### config.mk
export PLATFORM = sky130hd
export DESIGN_NAME = utf8_to_latin1_decoder_core
export DESIGN_NICKNAME = d
export VERILOG_FILES = /design/src/hdl/u8l1_pkg.sv /design/src/hdl/utf8_to_latin1_decoder_core.sv /design/src/hdl/u8l1_decode.sv
export SDC_FILE = /design/constraint.sdc
export NUM_CORES = 1
export LEC_CHECK = 0
export ABC_AREA = 0
export BUFFER_PORTS_ARGS = -buffer_cell sky130_fd_sc_hd__buf_2
export CORE_UTILIZATION = 40
export CTS_CLUSTER_DIAMETER = 80
export DETAILED_ROUTE_END_ITERATION = 16
export HOLD_SLACK_MARGIN = 0.12
export PLACE_DENSITY = 0.74
export SLEW_MARGIN = 15
export SYNTH_ARGS = -nofsm -noshare
export SYNTH_HDL_FRONTEND = slang
export SYNTH_HIERARCHICAL = 1
export SYNTH_SLANG_ARGS = --single-unit
### constraint.sdc
create_clock -name clk -period 1.9 [get_ports clk]
set_clock_uncertainty 0.1 [all_clocks]
set_input_delay 0.095 -clock clk [delete_from_list [all_inputs] [get_ports clk]]
set_output_delay 0.095 -clock clk [all_outputs]
set_load 0.01 [all_outputs]
### src/hdl/u8l1_pkg.sv
// Shared types and constants for the UTF-8 to Latin-1 decoder.
// No dependencies.
package u8l1_pkg;

	localparam logic [7:0] REPLACEMENT = 8'h5E;

	typedef enum logic [1:0] {
		MODE_IDLE = 2'd0,
		MODE_WAIT = 2'd1,
		MODE_SKIP = 2'd2
	} mode_t;

	typedef struct packed {
		mode_t      mode;
		logic [4:0] lead_bits;
		logic [2:0] skip_remaining;
	} dec_state_t;

	typedef struct packed {
		logic       valid;
		logic [7:0] char_out;
		logic       invalid;
	} dec_result_t;

endpackage

### src/hdl/utf8_to_latin1_decoder_core.sv
// Top level of the UTF-8 to Latin-1 decoder: input register, decode, result register.
// Depends on u8l1_pkg and u8l1_decode.
//
// Usage:
//   Input channel (in_valid/in_stall) carries one UTF-8 byte per transfer with
//   end_of_string marking the last byte of a string. Output channel
//   (out_valid/out_stall) carries one Latin-1 character per transfer; invalid
//   is set when the replacement '^' stands for bad input.
//   Some bytes give no character (a held two-byte lead, skipped bytes of a
//   longer sequence); they still advance the decoder state.
//   Path: a character's last byte is decoded out of the input register
//   straight into the result register, with no register between the two.
//   Throughput: one byte per cycle while no stalled result holds the input
//   register, set by the single decode stage between the two registers.
//   Stall: while out_stall holds a waiting result, the input register holds
//   and in_stall rises once it is occupied; nothing is dropped or repeated.
//   Reset: arst_n clears both registers' valid flags and returns the decoder
//   to idle with no pending lead or skip count.
module utf8_to_latin1_decoder_core (
	input  logic       clk,
	input  logic       arst_n,
	input  logic       in_valid,
	output logic       in_stall,
	input  logic [7:0] data_byte,
	input  logic       end_of_string,
	output logic       out_valid,
	input  logic       out_stall,
	output logic [7:0] char_out,
	output logic       invalid
);

	logic                  valid_s1;
	logic [7:0]            data_s1;
	logic                  eos_s1;
	logic                  advance;
	logic                  step;
	logic                  out_valid_q;
	logic [7:0]            char_q;
	logic                  invalid_q;
	u8l1_pkg::dec_result_t result;
	u8l1_pkg::dec_state_t  state;

	assign advance  = !out_valid_q || !out_stall;
	assign step     = valid_s1 && advance;
	assign in_stall = valid_s1 && !advance;

	always_ff @(posedge clk or negedge arst_n) begin
		if (!arst_n) begin
			valid_s1 <= 1'b0;
		end else if (!in_stall) begin
			valid_s1 <= in_valid;
		end
	end

	always_ff @(posedge clk) begin
		if (!in_stall && in_valid) begin
			data_s1 <= data_byte;
			eos_s1  <= end_of_string;
		end
	end

	u8l1_decode u_decode (
		.clk           (clk),
		.arst_n        (arst_n),
		.step          (step),
		.data_byte     (data_s1),
		.end_of_string (eos_s1),
		.result        (result),
		.state         (state)
	);

	always_ff @(posedge clk or negedge arst_n) begin
		if (!arst_n) begin
			out_valid_q <= 1'b0;
		end else if (advance) begin
			out_valid_q <= step && result.valid;
		end
	end

	always_ff @(posedge clk) begin
		if (advance && step && result.valid) begin
			char_q    <= result.char_out;
			invalid_q <= result.invalid;
		end
	end

	assign out_valid = out_valid_q;
	assign char_out  = char_q;
	assign invalid   = invalid_q;

	assert property (@(posedge clk) disable iff (!arst_n)
		out_valid_q && invalid_q |-> char_q == u8l1_pkg::REPLACEMENT)
		else $error("invalid result without replacement character");

	assert property (@(posedge clk) disable iff (!arst_n)
		step && eos_s1 |=> state.mode == u8l1_pkg::MODE_IDLE
			&& state.lead_bits == 5'd0 && state.skip_remaining == 3'd0)
		else $error("decoder state not cleared after end of string");

	assert property (@(posedge clk) disable iff (!arst_n)
		state.mode == u8l1_pkg::MODE_SKIP |-> state.skip_remaining != 3'd0)
		else $error("skip mode with empty skip count");

	assert property (@(posedge clk) disable iff (!arst_n)
		out_valid_q && out_stall && valid_s1 |-> in_stall)
		else $error("input register overwritten while result stalled");

endmodule

### src/hdl/u8l1_decode.sv
// Per-byte decode logic and decoder state registers.
// Depends on u8l1_pkg.
module u8l1_decode (
	input  logic                  clk,
	input  logic                  arst_n,
	input  logic                  step,
	input  logic [7:0]            data_byte,
	input  logic                  end_of_string,
	output u8l1_pkg::dec_result_t result,
	output u8l1_pkg::dec_state_t  state
);

	u8l1_pkg::dec_state_t state_q;
	u8l1_pkg::dec_state_t state_d;
	logic [10:0]          code_point;
	logic [2:0]           skip_len;
	logic [2:0]           skip_dec;

	assign code_point = {state_q.lead_bits, data_byte[5:0]};
	assign skip_dec   = (state_q.skip_remaining != 3'd0) ?
		state_q.skip_remaining - 3'd1 : state_q.skip_remaining;

	always_comb begin
		if ((data_byte & 8'hF0) == 8'hE0) begin
			skip_len = 3'd2;
		end else if ((data_byte & 8'hF8) == 8'hF0) begin
			skip_len = 3'd3;
		end else if ((data_byte & 8'hFC) == 8'hF8) begin
			skip_len = 3'd4;
		end else if ((data_byte & 8'hFE) == 8'hFC) begin
			skip_len = 3'd5;
		end else begin
			skip_len = 3'd0;
		end
	end

	always_comb begin
		state_d         = state_q;
		result.valid    = 1'b0;
		result.char_out = u8l1_pkg::REPLACEMENT;
		result.invalid  = 1'b1;
		case (state_q.mode)
			u8l1_pkg::MODE_WAIT: begin
				result.valid = 1'b1;
				if (data_byte[7:6] == 2'b10 && code_point[10:8] == 3'd0) begin
					result.char_out = code_point[7:0];
					result.invalid  = 1'b0;
				end
				state_d.mode      = u8l1_pkg::MODE_IDLE;
				state_d.lead_bits = 5'd0;
			end
			u8l1_pkg::MODE_SKIP: begin
				state_d.skip_remaining = skip_dec;
				if (skip_dec == 3'd0) begin
					state_d.mode = u8l1_pkg::MODE_IDLE;
				end
			end
			default: begin
				if (!data_byte[7]) begin
					result.valid    = 1'b1;
					result.char_out = data_byte;
					result.invalid  = 1'b0;
				end else if (data_byte[7:5] == 3'b110) begin
					if (!end_of_string) begin
						state_d.lead_bits = data_byte[4:0];
						state_d.mode      = u8l1_pkg::MODE_WAIT;
					end
				end else begin
					result.valid = 1'b1;
					if (skip_len != 3'd0) begin
						state_d.skip_remaining = skip_len;
						state_d.mode           = u8l1_pkg::MODE_SKIP;
					end
				end
			end
		endcase
		if (end_of_string) begin
			state_d.mode           = u8l1_pkg::MODE_IDLE;
			state_d.lead_bits      = 5'd0;
			state_d.skip_remaining = 3'd0;
		end
	end

	always_ff @(posedge clk or negedge arst_n) begin
		if (!arst_n) begin
			state_q.mode           <= u8l1_pkg::MODE_IDLE;
			state_q.lead_bits      <= 5'd0;
			state_q.skip_remaining <= 3'd0;
		end else if (step) begin
			state_q <= state_d;
		end
	end

	assign state = state_q;

endmodule

==> results of run 1 <==
-- synth_stat cells (2+ instances only) --
library cell	count	area (um^2)
nor2_1	3	11.26
nor3_1	2	10.01
o21ai_0	4	20.02
dfrtp_1	12	300.3
or2b_1	2	15.01
nand2b_1	3	18.77
a21oi_1	8	40.04
inv_1	9	33.78
and2_1	4	25.02
a21o_1	5	37.54
edfxtp_1	18	540.5
nand2_1	7	26.28
o311ai_0	2	17.52
ha_1	4	50.05
a22o_1	5	43.79
nor4_2	2	25.02
mux2_1	2	22.52
nor2b_1	4	25.02
-- per-stage QoR --
stage	instance area (um^2)	power [uW]
final	2038	2611
after global routing	2038	2774
after CTS	1974	2504
after detailed placement	1738	1935
after global placement	1738	1903
after floorplan	1445	1576
-- flip-flops by register name, indices dropped and copies added (netlist names) --
name            count
char_out            8
valid_s1            1
eos_s1              1
invalid             1
out_valid           1
u_decode/state     10
data_s1             8
-- final cells by class --
class / instances / area, um^2 / share of cell area (%)
clock buffer: 7 / 55.05 / 2.701
clock inverter: 1 / 30.03 / 1.473
inverter: 9 / 33.78 / 1.657
multi-input combinational: 79 / 626.9 / 30.76
sequential: 30 / 840.8 / 41.25
tap: 46 / 57.56 / 2.824
timing repair buffer: 55 / 394.1 / 19.34
-- layer usage --
metal / up-vias / GRT usage [%] / wire (um)
li1: 567 / - / -
met1: 552 / 22.40 / 1360
met2: 39 / 29.79 / 1635
met3: 6 / 5.383 / 136
met4: 0 / 7.619 / 49
met5: - / 0 / 0
-- cells by family after synthesis --
logic type	after synthesis	share of synthesized area, %
AND/OR/NAND/NOR	40	17.62
AO/OA/AOI/OAI	32	15.89
flip-flops	30	58.33
buffers and inverters	9	2.344
adder cells (fa/ha/maj)	4	3.472
multiplexers	3	2.344
-- cell usage in the layout, fill, tap and decap left out, types with 2 or more instances in the layout --
cell	instances
a21o_1	5
ha_4	2
buf_4	17
inv_1	5
mux2_1	2
nor2_1	3
nor3_1	2
dfrtp_1	12
or2b_1	2
edfxtp_1	18
o21ai_0	3
buf_2	23
clkbuf_4	5
nand2_1	7
a21oi_1	6
and2_1	4
o311ai_0	2
nor2b_1	4
dlygate4sd3_1	14
inv_2	4
nand2b_1	3
a21oi_2	2
a22o_1	5
-- repair_timing --
item / CTS / global route
pin swaps: 2 / 5
hold endpoints to repair: 23 / 0
buffers inserted: 0 / 2
hold buffers: 14 / 0
resized for setup: 8 / 10
setup endpoints to repair: 12 / 12
-- power by group through the flow --
stage	sequential, uW	combinational, uW	clock [uW]
3_5_place_dp	990	945	0
4_1_cts	979	996	529
5_1_grt	1010	1210	560
3_3_place_gp	980	922	0
2_1_floorplan	1040	539	0
6_report	990	1100	521
-- worst paths after layout --
path	startpoint	end	slack, ns	cells past startpoint
setup / recovery	u_decode/state[8]	u_decode/state[9]	0.04	6
hold / removal	data_byte[0]	data_s1[0]	0.37	2
setup reg to reg	u_decode/state[8]	u_decode/state[9]	0.04	6
hold reg to reg	data_s1[0]	u_decode/state[3]	0.40	1
max in group asynchronous	arst_n	u_decode/state[7]	0.54	3
min in group asynchronous	arst_n	u_decode/state[9]	0.75	3
==> out/summary.txt, run 1 <==
switch share: 32.19%
ys flop type: edfxtp_1
starting DRC count in detailed routing: 45
GPL Wtd Cong: 0.8715
Int Pwr: 1770 uW
Layout Utilization: 60.13%
DRC: 0
final worst slack: 0.04229 ns
Pwr Density: 1281 nW/um^2
Seq/Total Area, Yosys: 58.33%
post-DP HPWL: 2167 um
CTS sink count: 30
Clk pwr share: 19.9%
critical path class: flip-flop to flip-flop
Mapped Cells: 118
critical path's slowest cell: dfrtp_1
static leakage: 0.0008701 uW
Seq cells post-synth: 30
synth-to-layout area growth: 41.41%
worst-path cell chain: buf_6, ha_4, or3_4, a211oi_2, nor4_2, mux2_1
CTS tree: built
final setup TNS: 0 ns
wire per inst: 14.02 um
cell family with most CP delay: simple AND/OR/NAND/NOR gates
Skew-Pair Late Insertion Delay: 0.32 ns
Switch Pwr: 840.5 uW
sequential share of power: 37.9%
core box area: 3390 um^2
share of cells above drive strength 1: 37.57%
# H-tree levels: 2
DRT antenna net count: 0
Slowest Stage Delay on Critical Path: 0.41 ns
overall die height: 62.03 um
Clk pin slew, worst setup/hold paths: 0.09 ns
CTS root buffer: clkbuf_4
Initial Util: 42.52%
Post-Route WL: 3182 um
gr usage total: 18.19%
die width: 62.03 um
Peak Freq: 538.3 MHz
fin cells: 227
Syn Nets: 135
Slew headroom: 58.41%
vias per inst: 5.128
dpl ws: -0.04200 ns
Max clock buf depth: 2
filler instances: 274
EDFF count, synth: 18
Critical Path Source Type: flip-flop
TritonCTS buffer count: 5
Fin. Hold Viols: 0
max-capacitance violation count: 0
initial antenna violation count: 0
Final Cycle Share: 97.77%
die area: 3848 um^2
total gr overflow: 0
Bufs and invs on worst path: 1
Pins Over Slew Limit: 0
Post-Syn Area: 1441 um^2
I/O pin cnt: 24
number of global-route vias before repair: 1092
worst hold margin: 0.3674 ns
status: finished, final reports clean
Total Nets Final: 197
asr flop ratio synth: 40.00%
Via Count: 1164
combinational share of power: 42.1%
Arr. time, crit path: 1.97 ns
crit path capture type: flip-flop
first-pass GRT wire length: 4802 um
Yosys warning count: 6
Min-Delay Path Class: primary input to flip-flop
unrepaired setup endpoints after global routing: true
pin count of the biggest net entering global routing: 13
Worst Path Max Fanout: 6
mean post-synth cell area: 12.22 um^2
drt pass-1 iters: 4
Inst Count DP: 203
Rows: 21
ANT cells: 0
Synth cell types: 40
Tmin final: 1.858 ns
I/O Buffers: 23
# setup viols final: 0
worst path required time: 2.01 ns
VDD IR-drop max: 0.6379 mV
Slew @ Worst Pin: 0.6218 ns
Power figures use the tool's default switching activity.
==> inputs of run 2 (changes only) <==
--- a/config.mk
+++ b/config.mk
@@ -6,12 +6,13 @@
 export NUM_CORES = 1
 export LEC_CHECK = 0
 export ABC_AREA = 0
-export BUFFER_PORTS_ARGS = -buffer_cell sky130_fd_sc_hd__buf_2
+export CORE_ASPECT_RATIO = 1.1
 export CORE_UTILIZATION = 40
 export CTS_CLUSTER_DIAMETER = 80
 export DETAILED_ROUTE_END_ITERATION = 16
+export DONT_BUFFER_PORTS = 1
 export HOLD_SLACK_MARGIN = 0.12
-export PLACE_DENSITY = 0.74
+export PLACE_DENSITY = 0.66
 export SLEW_MARGIN = 15
 export SYNTH_ARGS = -nofsm -noshare
 export SYNTH_HDL_FRONTEND = slang
==> constraint.sdc (replaced) <==
create_clock -name clk -period 2.01 [get_ports clk]
set_clock_uncertainty 0.1 [all_clocks]
set_input_delay 0.1005 -clock clk [delete_from_list [all_inputs] [get_ports clk]]
set_output_delay 0.1005 -clock clk [all_outputs]
set_load 0.01 [all_outputs]
==> out/summary.txt, run 2 (same netlist as run 1, synthesis figures left out) <==
R2R setup slack: 0.1 ns
TritonCTS buffer count: 5
first-pass GRT wire length: 5175 um
Critical Path Source Type: flip-flop
DRC: 0
crit path capture type: flip-flop
Slew @ Worst Pin: 0.6007 ns
Hold EP: data_s1[0]
number of global-route vias before repair: 1083
post-DP HPWL: 2150 um
Slowest Stage Delay on Critical Path: 0.51 ns
final worst slack: 0.09630 ns
Worst R2R Start: data_s1[6]
critical path's slowest cell: edfxtp_1
setup bufs post-CTS: 0
share of cells above drive strength 1: 20.27%
GPL Wtd Cong: 0.7886
Inst Count DP: 174
die width: 59.24 um
total gr overflow: 0
core box area: 3386 um^2
Slew headroom: 59.82%
CTS tree: built
Worst Path Max Fanout: 6
static leakage: 0.0007369 uW
vias per inst: 5.378
cell family with most CP delay: compound AO/OA/AOI/OAI gates
Clk pin slew, worst setup/hold paths: 0.09 ns
Post-Route WL: 3039 um
hold_sp: in_valid
worst-case reg-to-reg path depth: 4
Fin. Hold Viols: 0
most common cell after layout, fill and taps aside: edfxtp_1
Initial Util: 42.57%
# setup viols final: 0
leading cell types in the layout, fill and taps excluded: edfxtp_1, dlygate4sd3_1, dfrtp_1, inv_1
Pins Over Slew Limit: 0
gr usage total: 18.52%
Max clock buf depth: 2
Arr. time, crit path: 1.90 ns
Peak Freq: 522.5 MHz
CTS sink count: 30
CTS root buffer: clkbuf_4
filler instances: 273
initial antenna violation count: 0
Via Count: 1054
wire per inst: 15.51 um
worst-path cell chain: nor4_4, a21oi_1, o31a_1, a221o_1
Pwr Density: 1313 nW/um^2
drt pass-1 iters: 4
dpl ws: 0.02307 ns
VDD IR-drop max: 0.7877 mV
Skew-Pair Late Insertion Delay: 0.33 ns
worst path required time: 2.00 ns
flip-flop count of the largest register after layout: 10
ANT cells: 0
critical path class: flip-flop to flip-flop
Bufs and invs on worst path: 0
Total Nets Final: 164
pin count of the biggest net entering global routing: 13
I/O pin cnt: 24
Final Cycle Share: 95.21%
unrepaired setup endpoints after global routing: true
Min-Delay Path Class: primary input to flip-flop
overall die height: 64.96 um
Hold Path Cell Cnt: 1
Tmin final: 1.914 ns
starting DRC count in detailed routing: 51
Rows: 22
fin cells: 196
I/O Buffers: 0
# H-tree levels: 2
status: finished, final reports clean
DRT antenna net count: 0
die area: 3848 um^2
max-capacitance violation count: 0
reg2reg end: char_out[6]
synth-to-layout area growth: 29.08%
[run 2: cell types whose count changed in the layout (fill, tap and decap cells not counted), moves of 3 or more]
cell / change
buf_4: -10
inv_1: +3
buf_2: -23
inv_2: -3
[run 2: final cells by class]
| class | count | area, um^2 | share of cell area [%] |
|---|---|---|---|
| sequential | 30 | 840.8 | 45.19 |
| multi-input combinational | 79 | 611.8 | 32.89 |
| timing repair buffer | 22 | 212.7 | 11.43 |
| clock inverter | 3 | 63.81 | 3.430 |
| tap | 48 | 60.06 | 3.228 |
| clock buffer | 5 | 37.54 | 2.017 |
| inverter | 9 | 33.78 | 1.816 |
[run 2: worst max-delay path by stage]
stage	depth (start not counted)	endpoint	startpoint
3_5_place_dp	6	u_decode/state[9]	u_decode/state[1]
5_1_grt	6	u_decode/state[8]	u_decode/state[1]
3_3_place_gp	6	u_decode/state[8]	u_decode/state[0]
6_report	4	char_out[6]	data_s1[6]
4_1_cts	6	u_decode/state[9]	u_decode/state[1]
2_1_floorplan	6	char_out[0]	u_decode/state[8]
[run 2: metrics by stage]
step	hold WS, ns	power (uW)	utilization [%]	setup TNS, ns	area [um^2]
after detailed placement	-0.2948	1769	46.60	0	1578
after global placement	-0.2947	1733	46.60	0	1578
after floorplan	-0.2951	1490	-	0	1445
after global routing	0.1395	2584	54.95	-0.01626	1861
final	0.1325	2443	54.95	0	1861
after CTS	0.1362	2388	53.73	0	1819
[run 2: worst register-to-register path, cell delays in order, from the launching register on]
cell and delay (ns):
edfxtp_1 0.51, nor4_4 0.35, a21oi_1 0.11, o31a_1 0.34, a221o_1 0.28
[run 2: repair_timing]
action | 4_1_cts | 5_1_grt
gates resized for setup | 0 | 8
hold endpoints to repair | 32 | 0
hold buffers | 14 | 0
endpoints found under the setup margin | 0 | 3
[run 2: layer usage]
layer	up-vias	part of all wire (%)	GRT usage [%]
met4	0	1.2	5.357
met5	-	0	0
met1	511	44	24.08
li1	501	-	-
met2	37	50	29.78
met3	5	4.6	5.190
[run 2: report_power, final]
group | internal (uW) | switching [uW]
registers | 853 | 133
clock network | 383 | 204
logic | 432 | 438
total | 1670 | 775
